## src/design/fpba_pkg.sv

```systemverilog
// Package: shared codes and field types for the fit-policy block allocator.
`timescale 1ns / 1ps

package fpba_pkg;

  typedef logic [0:0]  req_type_t;
  typedef logic [3:0]  blk_id_t;
  typedef logic [15:0] size_value_t;
  typedef logic [1:0]  status_t;
  typedef logic [1:0]  fit_mode_t;
  typedef logic [4:0]  block_count_t;

  localparam int unsigned CFG_IDX_W  = 1;
  localparam int unsigned CFG_DATA_W = 5;

  localparam logic [CFG_IDX_W-1:0] REG_FIT_MODE    = 1'd0;
  localparam logic [CFG_IDX_W-1:0] REG_BLOCK_COUNT = 1'd1;

  localparam req_type_t REQ_LOAD  = 1'b0;
  localparam req_type_t REQ_ALLOC = 1'b1;

  localparam fit_mode_t MODE_FIRST = 2'd0;
  localparam fit_mode_t MODE_BEST  = 2'd1;
  localparam fit_mode_t MODE_WORST = 2'd2;

  localparam status_t STATUS_LOADED  = 2'd0;
  localparam status_t STATUS_GRANTED = 2'd1;
  localparam status_t STATUS_NO_FIT  = 2'd2;

  localparam fit_mode_t    FIT_MODE_RESET    = MODE_FIRST;
  localparam block_count_t BLOCK_COUNT_RESET = 5'd16;

endpackage

```

## src/design/fpba_in_if.sv

```systemverilog
// Interface: request channel into the allocator.
`timescale 1ns / 1ps

interface fpba_in_if;
  logic                  valid;
  logic                  ready;
  fpba_pkg::req_type_t   req_type;
  fpba_pkg::blk_id_t     load_blk;
  fpba_pkg::size_value_t size_value;

  modport source (output valid, output req_type, output load_blk, output size_value,
                  input ready);
  modport sink   (input valid, input req_type, input load_blk, input size_value,
                  output ready);
endinterface

```

## src/design/fpba_out_if.sv

```systemverilog
// Interface: result channel out of the allocator.
`timescale 1ns / 1ps

interface fpba_out_if;
  logic                   valid;
  logic                   ready;
  fpba_pkg::status_t      status;
  fpba_pkg::blk_id_t      chosen_block;
  fpba_pkg::size_value_t  size_left;

  modport source (output valid, output status, output chosen_block, output size_left,
                  input ready);
  modport sink   (input valid, input status, input chosen_block, input size_left,
                  output ready);
endinterface

```

## src/design/fit_policy_block_allocator_unit.sv

```systemverilog
// Top level: block size table in a memory, scanned by first, best or worst fit.
//
// Usage: load requests (req_type 0) store a block size at load_blk; allocation
// requests (req_type 1) scan blocks 0 .. block_count-1 and carve size_value out
// of the block picked by fit_mode. Each request gives exactly one result.
// Channels: in_chan (sink) and out_chan (source), valid/ready; a request moves
// when valid and ready are both high. cfg_we/cfg_index/cfg_data write fit_mode
// (index 0) and block_count (index 1); the user must do so only while the block
// is idle, as the block itself does not enforce it.
// Steps: a load goes to the finish step, then its result enters the output
// register. An allocation reads one table entry per cycle from the memory
// (block_count capped at NUM_BLOCKS; none for block_count 0), compares each
// entry that it read, and then finishes the same way.
// Flow: one request at a time; in_chan.ready rises again in the cycle the
// result enters the output register.
// Stall: the output register holds a result until out_chan.ready; the next
// request is still accepted meanwhile and waits in its final step until the
// register frees up.
// Reset: rst_n clears control state and config (fit_mode 0, block_count 16);
// the size table is not cleared and must be loaded before it is scanned.
`timescale 1ns / 1ps

module fit_policy_block_allocator_unit #(
  parameter int unsigned NUM_BLOCKS = 16,
  parameter int unsigned SIZE_BITS  = 16
) (
  input  logic                                clk,
  input  logic                                rst_n,
  fpba_in_if.sink                             in_chan,
  fpba_out_if.source                          out_chan,
  input  logic                                cfg_we,
  input  logic [fpba_pkg::CFG_IDX_W-1:0]      cfg_index,
  input  logic [fpba_pkg::CFG_DATA_W-1:0]     cfg_data
);

  localparam int unsigned IDX_W = $clog2(NUM_BLOCKS);
  localparam int unsigned CNT_W = $clog2(NUM_BLOCKS + 1);
  localparam int unsigned VAL_W = (SIZE_BITS > 16) ? SIZE_BITS : 16;

  localparam logic [1:0] ST_IDLE   = 2'd0;
  localparam logic [1:0] ST_SCAN   = 2'd1;
  localparam logic [1:0] ST_FINISH = 2'd2;

  // size table
  logic [SIZE_BITS-1:0] mem [NUM_BLOCKS];
  logic [SIZE_BITS-1:0] rd_data_r;
  logic [IDX_W-1:0]     rd_addr;
  logic                 mem_we;
  logic [IDX_W-1:0]     mem_waddr;
  logic [SIZE_BITS-1:0] mem_wdata;

  logic [1:0]                state_r, state_nxt;
  fpba_pkg::fit_mode_t       fit_mode_r, fit_mode_nxt;
  fpba_pkg::block_count_t    block_count_r, block_count_nxt;

  fpba_pkg::req_type_t       req_type_r, req_type_nxt;
  fpba_pkg::blk_id_t         req_idx_r, req_idx_nxt;
  fpba_pkg::size_value_t     req_size_r, req_size_nxt;

  logic [CNT_W-1:0]          rd_cnt_r, rd_cnt_nxt;
  logic                      cmp_vld_r, cmp_vld_nxt;
  logic [IDX_W-1:0]          cmp_idx_r, cmp_idx_nxt;
  logic                      found_r, found_nxt;
  logic [IDX_W-1:0]          pick_idx_r, pick_idx_nxt;
  logic [SIZE_BITS-1:0]      pick_val_r, pick_val_nxt;

  logic                      out_valid_r, out_valid_nxt;
  fpba_pkg::status_t         out_status_r, out_status_nxt;
  fpba_pkg::blk_id_t         out_block_r, out_block_nxt;
  fpba_pkg::size_value_t     out_left_r, out_left_nxt;

  logic [CNT_W-1:0]          count_sat;
  logic [VAL_W-1:0]          have_ext;
  logic [VAL_W-1:0]          pick_ext;
  logic [VAL_W-1:0]          req_ext;
  logic                      fits;
  logic                      take;
  logic                      in_acc;
  logic                      out_free;
  logic                      load_in_range;
  logic [SIZE_BITS-1:0]      load_val;
  logic [SIZE_BITS-1:0]      grant_val;

  assign in_chan.ready   = (state_r == ST_IDLE);
  assign in_acc          = in_chan.valid && in_chan.ready;
  assign out_free        = !out_valid_r || out_chan.ready;

  assign out_chan.valid        = out_valid_r;
  assign out_chan.status       = out_status_r;
  assign out_chan.chosen_block = out_block_r;
  assign out_chan.size_left    = out_left_r;

  // cap the scan length at the table depth
  assign count_sat = (32'(block_count_r) > NUM_BLOCKS) ? CNT_W'(NUM_BLOCKS)
                                                        : CNT_W'(block_count_r);

  assign have_ext = VAL_W'(rd_data_r);
  assign pick_ext = VAL_W'(pick_val_r);
  assign req_ext  = VAL_W'(req_size_r);
  assign fits     = (have_ext >= req_ext);

  always_comb begin
    take = 1'b0;
    if (cmp_vld_r && fits) begin
      if (!found_r) begin
        take = 1'b1;
      end else begin
        case (fit_mode_r)
          fpba_pkg::MODE_BEST:  take = (have_ext < pick_ext);
          fpba_pkg::MODE_WORST: take = (have_ext > pick_ext);
          default:              take = 1'b0;
        endcase
      end
    end
  end

  assign load_in_range = (32'(req_idx_r) < NUM_BLOCKS);
  assign load_val      = SIZE_BITS'(req_size_r);
  assign grant_val     = pick_val_r - SIZE_BITS'(req_size_r);
  assign rd_addr       = rd_cnt_r[IDX_W-1:0];

  always_comb begin
    state_nxt       = state_r;
    fit_mode_nxt    = fit_mode_r;
    block_count_nxt = block_count_r;
    req_type_nxt    = req_type_r;
    req_idx_nxt     = req_idx_r;
    req_size_nxt    = req_size_r;
    rd_cnt_nxt      = rd_cnt_r;
    cmp_vld_nxt     = 1'b0;
    cmp_idx_nxt     = cmp_idx_r;
    found_nxt       = found_r;
    pick_idx_nxt    = pick_idx_r;
    pick_val_nxt    = pick_val_r;
    out_valid_nxt   = out_valid_r && !out_chan.ready;
    out_status_nxt  = out_status_r;
    out_block_nxt   = out_block_r;
    out_left_nxt    = out_left_r;
    mem_we          = 1'b0;
    mem_waddr       = pick_idx_r;
    mem_wdata       = grant_val;

    if (cfg_we) begin
      case (cfg_index)
        fpba_pkg::REG_FIT_MODE:    fit_mode_nxt    = cfg_data[1:0];
        fpba_pkg::REG_BLOCK_COUNT: block_count_nxt = cfg_data[4:0];
        default: ;
      endcase
    end

    // compare stage: each entry is compared in the cycle after its read
    if (take) begin
      found_nxt    = 1'b1;
      pick_idx_nxt = cmp_idx_r;
      pick_val_nxt = rd_data_r;
    end

    case (state_r)
      ST_IDLE: begin
        if (in_acc) begin
          req_type_nxt = in_chan.req_type;
          req_idx_nxt  = in_chan.load_blk;
          req_size_nxt = in_chan.size_value;
          rd_cnt_nxt   = '0;
          found_nxt    = 1'b0;
          state_nxt    = (in_chan.req_type == fpba_pkg::REQ_ALLOC) ? ST_SCAN : ST_FINISH;
        end
      end
      ST_SCAN: begin
        if (rd_cnt_r < count_sat) begin
          cmp_vld_nxt = 1'b1;
          cmp_idx_nxt = rd_addr;
          rd_cnt_nxt  = rd_cnt_r + 1'b1;
        end else if (!cmp_vld_r) begin
          state_nxt = ST_FINISH;
        end
      end
      ST_FINISH: begin
        // hold until the output register can take the result
        if (out_free) begin
          out_valid_nxt = 1'b1;
          state_nxt     = ST_IDLE;
          if (req_type_r == fpba_pkg::REQ_LOAD) begin
            out_status_nxt = fpba_pkg::STATUS_LOADED;
            out_block_nxt  = req_idx_r;
            out_left_nxt   = load_in_range ? 16'(load_val) : 16'd0;
            mem_we         = load_in_range;
            mem_waddr      = IDX_W'(req_idx_r);
            mem_wdata      = load_val;
          end else if (found_r) begin
            out_status_nxt = fpba_pkg::STATUS_GRANTED;
            out_block_nxt  = 4'(pick_idx_r);
            out_left_nxt   = 16'(grant_val);
            mem_we         = 1'b1;
          end else begin
            out_status_nxt = fpba_pkg::STATUS_NO_FIT;
            out_block_nxt  = 4'd0;
            out_left_nxt   = 16'd0;
          end
        end
      end
      default: state_nxt = ST_IDLE;
    endcase
  end

  always_ff @(posedge clk) begin
    if (mem_we) begin
      mem[mem_waddr] <= mem_wdata;
    end
    rd_data_r <= mem[rd_addr];
  end

  always_ff @(posedge clk) begin
    if (!rst_n) begin
      state_r       <= ST_IDLE;
      fit_mode_r    <= fpba_pkg::FIT_MODE_RESET;
      block_count_r <= fpba_pkg::BLOCK_COUNT_RESET;
      cmp_vld_r     <= 1'b0;
      found_r       <= 1'b0;
      rd_cnt_r      <= '0;
      out_valid_r   <= 1'b0;
    end else begin
      state_r       <= state_nxt;
      fit_mode_r    <= fit_mode_nxt;
      block_count_r <= block_count_nxt;
      cmp_vld_r     <= cmp_vld_nxt;
      found_r       <= found_nxt;
      rd_cnt_r      <= rd_cnt_nxt;
      out_valid_r   <= out_valid_nxt;
    end
  end

  always_ff @(posedge clk) begin
    req_type_r   <= req_type_nxt;
    req_idx_r    <= req_idx_nxt;
    req_size_r   <= req_size_nxt;
    cmp_idx_r    <= cmp_idx_nxt;
    pick_idx_r   <= pick_idx_nxt;
    pick_val_r   <= pick_val_nxt;
    out_status_r <= out_status_nxt;
    out_block_r  <= out_block_nxt;
    out_left_r   <= out_left_nxt;
  end

endmodule

```

## src/flat_wrapper.sv

```systemverilog
// flat-port wrapper written by rule: the top's interface ports become plain ports
module fit_policy_block_allocator_unit_flat 
#(
  parameter int unsigned NUM_BLOCKS = 16,
  parameter int unsigned SIZE_BITS  = 16
)
  (clk, rst_n, cfg_we, cfg_index, cfg_data, in_chan_valid, in_chan_req_type, in_chan_load_blk, in_chan_size_value, in_chan_ready, out_chan_valid, out_chan_status, out_chan_chosen_block, out_chan_size_left, out_chan_ready);
  fpba_in_if in_chan_i ();
  fpba_out_if out_chan_i ();
  input  logic clk;
  input  logic rst_n;
  input  logic cfg_we;
  input  logic [fpba_pkg::CFG_IDX_W-1:0] cfg_index;
  input  logic [fpba_pkg::CFG_DATA_W-1:0] cfg_data;
  input wire logic [$bits(in_chan_i.valid)-1:0] in_chan_valid;
  input wire logic [$bits(in_chan_i.req_type)-1:0] in_chan_req_type;
  input wire logic [$bits(in_chan_i.load_blk)-1:0] in_chan_load_blk;
  input wire logic [$bits(in_chan_i.size_value)-1:0] in_chan_size_value;
  output wire logic [$bits(in_chan_i.ready)-1:0] in_chan_ready;
  output wire logic [$bits(out_chan_i.valid)-1:0] out_chan_valid;
  output wire logic [$bits(out_chan_i.status)-1:0] out_chan_status;
  output wire logic [$bits(out_chan_i.chosen_block)-1:0] out_chan_chosen_block;
  output wire logic [$bits(out_chan_i.size_left)-1:0] out_chan_size_left;
  input wire logic [$bits(out_chan_i.ready)-1:0] out_chan_ready;
  assign in_chan_i.valid = in_chan_valid;
  assign in_chan_i.req_type = in_chan_req_type;
  assign in_chan_i.load_blk = in_chan_load_blk;
  assign in_chan_i.size_value = in_chan_size_value;
  assign in_chan_ready = in_chan_i.ready;
  assign out_chan_valid = out_chan_i.valid;
  assign out_chan_status = out_chan_i.status;
  assign out_chan_chosen_block = out_chan_i.chosen_block;
  assign out_chan_size_left = out_chan_i.size_left;
  assign out_chan_i.ready = out_chan_ready;
  fit_policy_block_allocator_unit #(.NUM_BLOCKS(NUM_BLOCKS), .SIZE_BITS(SIZE_BITS)) u_core (.clk(clk), .rst_n(rst_n), .in_chan(in_chan_i), .out_chan(out_chan_i), .cfg_we(cfg_we), .cfg_index(cfg_index), .cfg_data(cfg_data));
endmodule
```

## config.mk

```make
export PLATFORM = sky130hd
export DESIGN_NAME = fit_policy_block_allocator_unit_flat
export DESIGN_NICKNAME = d
export VERILOG_FILES = /design/src/design/fpba_pkg.sv /design/src/design/fpba_in_if.sv /design/src/design/fpba_out_if.sv /design/src/design/fit_policy_block_allocator_unit.sv /design/src/flat_wrapper.sv
export SDC_FILE = /design/constraint.sdc
export NUM_CORES = 1
export LEC_CHECK = 0
export BUFFER_PORTS_ARGS = -buffer_cell sky130_fd_sc_hd__buf_2
export CELL_PAD_IN_SITES_DETAIL_PLACEMENT = 1
export CELL_PAD_IN_SITES_GLOBAL_PLACEMENT = 1
export CORE_MARGIN = 2
export CORE_UTILIZATION = 40
export DETAILED_ROUTE_END_ITERATION = 8
export PLACE_DENSITY_LB_ADDON = 0.1
export SYNTH_ARGS = -nofsm -noshare
export SYNTH_HDL_FRONTEND = slang
export SYNTH_SLANG_ARGS = --single-unit
export TNS_END_PERCENT = 5
```

## constraint.sdc

```tcl
create_clock -name clk -period 3.6 [get_ports clk]
set_input_delay 0 -clock clk [delete_from_list [all_inputs] [get_ports clk]]
set_output_delay 0 -clock clk [all_outputs]
set_load 0.005 [all_outputs]
```

# == Word-level counts from Yosys, hierarchy flattened ==
# Memory sizes are Yosys's and may differ from the RTL's. A register that Yosys moved wholly into a read port is not among the register bits.
# Cells that the tools add are included.
# word_totals
reg_bits,84
ramBits,256
inputBits,32
output_inout_bits,24
word_cells,86
n_memories,1
# memory_table
memory,words,word_bits,read_ports,rd_clocked_by_memory_dff,wr,line,source
u_core.mem,16,16,1,1,1,fit_policy_block_allocator_unit.sv:45,logic [SIZE_BITS-1:0] mem [NUM_BLOCKS];
# op_classes
n_addsub,2
order_cmp,5
eq_ne,9
muxes,36
bitwise,1
reduce_logical,16
# op_table
operator,count
16-bit two-way mux,5
4-bit two-way mux,5
16-bit >= comparator,1
16-bit > comparator,1
16-bit < comparator,1
16-bit subtractor,1
5-bit two-way mux,3
1-bit two-way mux,14
2-bit two-way mux,6
2-bit AND reduction,6
5-bit one-hot mux with 2 select lines,1
2-bit inequality test (second input constant),3
2-bit one-hot mux with 3 select lines,1
5-bit by 1-bit adder with 5-bit output (second input constant),1
5-bit > comparator (second input constant),1
5-bit < comparator,1
2-bit by 1-bit equality test with 1-bit output (second input constant),2
2-bit equality test (second input constant),2
2-bit by 1-bit inequality test with 1-bit output (second input constant),2
4-bit AND reduction,1
1-bit logical AND,3
3-bit AND reduction,1
1-bit logical NOT,2
2-bit logical NOT,1
4 further kinds,4

# == Depth between registers and ports, before layout ==
# Gate-level depths: netlist (run 1).
# depth
ltp_word,7
mapped_depth,10
depth_no_buf,10

# == Least setup slack after synthesis (run 1) ==
# Ideal clock, no wire load.
# synth_path
path_type,flip-flop to flip-flop
from,"reg u_core.pick_val_r[0], in the netlist u_core.pick_ext[0]"
to,"mem u_core.mem[0][14], data pin"
setup_time_ns,0.284
arrival_time_ns,2.725
required_ns,3.316
setup_slack_ns,0.591
stages_incl_launch_ff,11
n_path_buf,0
period_less_slack_ns,3.009
path_cell_list,edfxtp_1 > inv_1 > ha_1 > inv_1 > fa_1 > a21o_1 > a311oi_1 > nor3_1 > a2111oi_1 > xor2_1 > o21ai_1
# synth_via
elab_chain_len,4
# synth_lines
item,line,source
start: declaration,fit_policy_block_allocator_unit.sv:65,"logic [SIZE_BITS-1:0] pick_val_r, pick_val_nxt;"
start signal: assignment,fit_policy_block_allocator_unit.sv:239,pick_val_r <= pick_val_nxt;
16-bit subtractor (*),fit_policy_block_allocator_unit.sv:119,assign grant_val = pick_val_r - SIZE_BITS'(req_size_r);
16-bit two-way mux,fit_policy_block_allocator_unit.sv:183,if (req_type_r == fpba_pkg::REQ_LOAD) begin
16-bit two-way mux,fit_policy_block_allocator_unit.sv:180,if (out_free) begin
16-bit two-way mux (*),fit_policy_block_allocator_unit.sv:158,case (state_r)
net u_core.mem_wdata[14],fit_policy_block_allocator_unit.sv:50,logic [SIZE_BITS-1:0] mem_wdata;
end: declaration,fit_policy_block_allocator_unit.sv:45,
# The timed path passes the listed nets; every way through them passes the cells marked *.

# == Final worst setup path (run 1) ==
# layout_path
from,"reg u_core.pick_val_r[0], in the netlist u_core.pick_ext[0]"
to,"mem u_core.mem[13][14], data pin"
# Same word-level chain as after synthesis.

==> impl_metrics.ini, run 1 <==
[power_and_ir_drop]
leakage_nw = 6.05
pwr-share-comb = 0.112
swShare = 0.238
powerDensity_nw_per_um2 = 571
p_switching_mw = 2.39
ir_drop_mv = 0.282
clock_power_share = 0.398
p_int_mw = 7.67
p_seq_frac = 0.490

[timing]
worst_slack_ns = 0.356
hold_viol_final = 0
finalSetupViolCount = 0
fin_crit_ns = 3.24
drv_slew = 0
fmaxAchievable_mhz = 308
fin_crit_sh = 0.901
grt_setup_unrepaired = false
fin_worst_skew_ns = 0.0187
setup_tns_ns = 0
slew_headroom = 0.0995
worstMarginPinSlew_ns = 1.34

[grt]
grt_pass1_vias = 8909
use_met3 = 0.0315
use_met1 = 0.279
gr-usage-all-layers = 0.204
top_usage_layer = met2
grt-ovfl-total = 0
grt_max_degree = 69
antenna_found_initial = 0
grt_util_met2 = 0.346
grt_pass1_wl_um = 57400

[clocking]
clock_latency_ns = 0.53
clk_pin_slew_ns = 0.06
cts.root.buffer_cell = clkbuf_16
cts_tree = yes
htree_levels = 2
cts.sinks = 356
clk_path_buf_depth = 3
postCtsSetupBuffers = 0
cts-buffers-inserted = 39

[synthesis]
synth_ff_type = edfxtp_1
synthesis.instances = 856
synth_top_family_by_area = multiplexers
synth.distinct_cells = 54
synth_fa_ha_area_frac = 0.0470
synthXorXnorAreaFrac = 0.00946
synth_top_area_cell = edfxtp_1
synth_compound_area_frac = 0.0515
synth_top_area_share = 0.655
synth_edf_count = 323
synth_area_leaders = edfxtp_1 65%, mux4_2 12%, ha_1 4.6%
syn_avg_cell_area_um2 = 17.3
muxShareOfSynthArea = 0.126
syn-cell-area_um2 = 14800
synth.net_count = 943
synthArstFlopShare = 0
synth-simple-area-share = 0.0474
yosysWarnings = 0
seq_area_frac_synth = 0.699
ys_ff_latch = 356

[worst_setup_path]
r2r_start = u_core.pick_ext[0]
end_kind = register
path_max_fanout = 16
crit_path_start = u_core.pick_ext[0]
arrival_ns = 3.51
critical_path_class = register to register
crit_required_ns = 3.87
setup.worst_path.start_class = register

[final_layout]
drive_above_1_share = 0.235
final_nets = 1088
multi_input_area_um2 = 4210
diodes = 0
area_growth_pct = 18.9
n_fill_cell = 3437
final-seq-area_um2 = 10400

[route]
postRouteAntennaNets = 0
drt_iter0_drc = 424
drc = 0
dr.pass1.iters = 4
viasPerCell = 5.45
routed_wirelength_um = 38000
wl_per_cell_um = 25.4
vias = 8159

[die]
boundaryPins = 56
start_util = 0.406
rows = 70
coreArea_um2 = 36500
dieHeight_um = 196
die_area_um2 = 38600
die_x_um = 196

[worst_hold_path]
min_from = in_chan_load_blk[1]
hp-class = input pin to register

[placement]
post-place-ws_ns = -0.165
place.gp.congestion = 0.829
portBuffers = 55
post-dp-hpwl_um = 23500

[flow_run]
max_cap_viol_count = 0

[status]
status = finished, final reports clean
## final timing paths
| kind | to | slack, ns | cells after the start |
|---|---|---|---|
| setup / recovery | u_core.mem[13][14] | 0.36 | 10 |
| hold / removal | u_core.req_idx_r[1] | 0.19 | 2 |
| setup reg to reg | u_core.mem[13][14] | 0.36 | 10 |
| hold reg to reg | u_core.pick_idx_r[1] | 0.42 | 0 |
## critical path: stages (launching register included)
cell	delay (ns)
edfxtp_1	0.40
inv_1	0.07
ha_1	0.16
inv_1	0.06
fa_1	0.46
a21o_1	0.24
a311oi_1	0.41
nor3_1	0.11
a2111oi_1	0.43
xor2_1	0.21
o21ai_4	0.43
## power groups by stage
stage	clock network, mW	registers, mW	logic, mW
2_1_floorplan	0	4.96	0.712
3_3_place_gp	0	5.01	1.03
3_5_place_dp	0	5.02	1.08
4_1_cts	4.11	4.93	1.13
5_1_grt	4.26	4.94	1.25
6_report	4.00	4.93	1.13
## sequential cells by signal (all words and copies together), names as in the netlist, 5 cells and up
register                   count
u_core.rd_cnt_r                5
u_core.out_chan.size_left     16
u_core.mem                   256
u_core.pick_ext               16
u_core.block_count_r           5
u_core.load_val               16
u_core.have_ext               16
## logic make-up (layout without fill, tap and decap cells)
kind of cell,count (synthesis),in the layout
AND/OR/NAND/NOR,148,148
adder cells (fa/ha/maj),55,55
buffers and inverters,74,248
XOR/XNOR,16,16
flip-flops,356,356
multiplexers,86,86
AO/OA/AOI/OAI,121,121
## cell type report
type	count	area share
sequential	356	0.588
multi-input combinational	426	0.239
clock buffer	52	0.0629
timing repair buffer	135	0.0572
tap	468	0.0332
clock inverter	18	0.0102
inverter	43	0.00916
## through the flow
stage / cell area [um^2] / power [mW] / cells / util / hold WS (ns)
4_1_cts: 17600 / 10.2 / 1498 / 0.482 / 0.165
6_report: 17600 / 10.1 / 1498 / 0.482 / 0.188
3_3_place_gp: 15900 / 6.04 / 1385 / 0.434 / 0.179
2_1_floorplan: 14800 / 5.67 / 856 / - / 0.0989
5_1_grt: 17600 / 10.4 / 1498 / 0.482 / 0.173
3_5_place_dp: 15900 / 6.10 / 1385 / 0.434 / 0.180
## placed cells by master (no fill, tap or decap), types with 7 or more instances in the layout
cell,n
a21oi_1,28
buf_2,55
nand2_1,44
buf_4,35
mux4_2,80
nand4_1,11
nand3_1,13
nor2_1,40
clkbuf_16,42
ha_1,54
clkbuf_1,8
a31oi_1,7
o21ai_1,17
o21ai_0,14
a21o_1,10
xor2_1,9
dfxtp_1,31
inv_1,42
edfxtp_1,323
dlygate4sd3_1,43
xnor2_1,7
o22ai_1,13
nor2b_1,8
## routing by layer
layer	up-vias	wire, um
li1	3683	-
met1	4230	16600
met2	197	18600
met3	49	2190
met4	0	647
met5	-	0
## cells in the mapped netlist (3+ instances only)
| master | instances |
|---|---|
| a21boi_0 | 6 |
| a21o_1 | 10 |
| a21oi_1 | 28 |
| a31oi_1 | 7 |
| and2_1 | 5 |
| and3_1 | 3 |
| buf_1 | 3 |
| buf_2 | 7 |
| clkbuf_1 | 21 |
| dfxtp_1 | 33 |
| edfxtp_1 | 323 |
| ha_1 | 54 |
| inv_1 | 42 |
| mux2i_1 | 4 |
| mux4_2 | 80 |
| nand2_1 | 44 |
| nand2b_1 | 6 |
| nand3_1 | 13 |
| nand4_1 | 11 |
| nor2_1 | 41 |
| nor2b_1 | 8 |
| nor3_1 | 6 |
| nor3b_1 | 3 |
| o21ai_0 | 14 |
| o21ai_1 | 21 |
| o22ai_1 | 13 |
| o31ai_1 | 3 |
| xnor2_1 | 7 |
| xor2_1 | 9 |
## repair_timing
item / in CTS / in global routing
hold buffers: 43 / 0
endpoints found under the setup margin: 48 / 48
endpoints found under the hold margin: 32 / 0
gates resized for setup: 3 / 3
No activity file was read; power rests on OpenSTA's default activity.
==> inputs of run 2 (changes only) <==
==> constraint.sdc (replaced) <==
create_clock -name clk -period 2.6 [get_ports clk]
set_input_delay 0 -clock clk [delete_from_list [all_inputs] [get_ports clk]]
set_output_delay 0 -clock clk [all_outputs]
set_load 0.005 [all_outputs]
==> impl_metrics.ini, run 2 (synthesized netlist as in run 1, its figures left out) <==
[die]
start_util = 0.406
die_area_um2 = 38600
boundaryPins = 56
die_x_um = 196
rows = 70
coreArea_um2 = 36500
dieHeight_um = 196

[worst_setup_path]
arrival_ns = 3.18
crit_slowest_cell = or3_4
crit_required_ns = 2.92
end_kind = register
critical_path_class = register to register
cpPeakStageDelay_ns = 0.41
path_max_fanout = 8
setup.worst_path.start_class = register
path_delay_family = compound AO/OA/AOI/OAI gates
path_common_cell = buf_4
path_cells = inv_1 > ha_2 > inv_2 > fa_2 > a21o_1 > a311oi_4 > buf_4 > buf_4 > a21oi_2 > or3_4 > nand2_4 > o21ai_4 > buf_6
path_buf_inv = 5

[final_layout]
multi_input_area_um2 = 4330
largest_reg_flops = 256
final-seq-area_um2 = 10400
regMostFlops = u_core.mem
diodes = 0
layout_commonest_cell = edfxtp_1
layout_common_cells = 323 x edfxtp_1, 80 x mux4_2, 55 x buf_2, 52 x buf_4, 51 x ha_1
n_fill_cell = 3422
drive_above_1_share = 0.293
final_nets = 1133
area_growth_pct = 24.7

[timing]
hold_slack_ns = 0.141
fin_crit_ns = 2.86
worst_slack_ns = -0.260
finalSetupViolCount = 68
drv_slew = 0
slew_headroom = 0.563
worstMarginPinSlew_ns = 0.655
fmaxAchievable_mhz = 350
hold_viol_final = 0
fin_worst_skew_ns = 0.0197
fin_crit_sh = 1.10
setup_tns_ns = -13.23
grt_setup_unrepaired = true

[clocking]
cts_tree = yes
clk_path_buf_depth = 3
cts-buffers-inserted = 41
cts.root.buffer_cell = clkbuf_16
clock_latency_ns = 0.57
clk_pin_slew_ns = 0.06
htree_levels = 2
cts.sinks = 356

[route]
viasPerCell = 5.48
drc = 0
vias = 8480
routed_wirelength_um = 39000
wl_per_cell_um = 25.2
dr.pass1.iters = 4
drt_iter0_drc = 478
postRouteAntennaNets = 0

[flow_run]
max_cap_viol_count = 0

[status]
status = complete, but fails checks
violations = negative setup slack

[grt]
grt-ovfl-total = 0
gr-usage-all-layers = 0.210
grt_max_degree = 69
grt_pass1_wl_um = 59000
antenna_found_initial = 0
grt_pass1_vias = 9410

[placement]
portBuffers = 55
place.gp.congestion = 0.826
post-dp-hpwl_um = 23900

[power_and_ir_drop]
powerDensity_nw_per_um2 = 790
leakage_nw = 6.40
ir_drop_mv = 0.528

[worst_hold_path]
hp-class = input pin to register
-- run 2: layout make-up --
type / count / share of cell area
multi-input cells: 426 / 0.234
flip-flops and latches: 356 / 0.561
clock inverters: 20 / 0.0143
clock buffers: 56 / 0.0635
inverters: 43 / 0.00874
well taps: 468 / 0.0317
repair buffers: 178 / 0.0863
-- run 2: path summary, 6_finish.rpt --
kind                                from              endpoint  slack, ns  depth (start not counted)
setup / recovery      u_core.pick_ext[0]      u_core.mem[4][8]      -0.26                         13
hold reg to reg      u_core.cmp_idx_r[2]  u_core.pick_idx_r[2]       0.42                          0
setup reg to reg      u_core.pick_ext[0]      u_core.mem[4][8]      -0.26                         13
hold / removal    in_chan_size_value[15]   u_core.load_val[15]       0.14                          2
-- run 2: per-layer routing --
metal  global-route usage  routed length [um]  up-vias
met4               0.0685                1030        0
met5                    0                   0        -
met1                0.279               17000     4470
met3               0.0301                1470       63
met2                0.358               19500      171
li1                     -                   -     3776
-- run 2: timing repair --
item                                    in CTS  in global routing
endpoints found under the setup margin      80                196
hold endpoints to repair                    32                  0
hold buffers                                44                  0
resized for setup                           14                 24
cloned                                       0                  1
pin swaps                                    6                 11
buffers inserted                             4                  5
-- run 2: metrics by stage --
stage                     power, mW   util  worst slack [ns]  instance area (um^2)  instances
after floorplan                7.86      -            0.0390                 14800        856
after global placement         8.46  0.447            -0.369                 16300       1418
after detailed placement       8.54  0.447            -0.472                 16300       1418
after CTS                      14.7  0.502            -0.198                 18300       1542
after global routing           15.2  0.506            -0.357                 18500       1547
final                          14.6  0.506            -0.260                 18500       1547
-- run 2: power by group --
group,internal (mW),leakage [nW],switching (mW),total (mW)
logic,0.783,2.50,1.02,1.80
registers,6.68,3.20,0.109,6.79
clock network,3.60,0.694,2.39,5.99
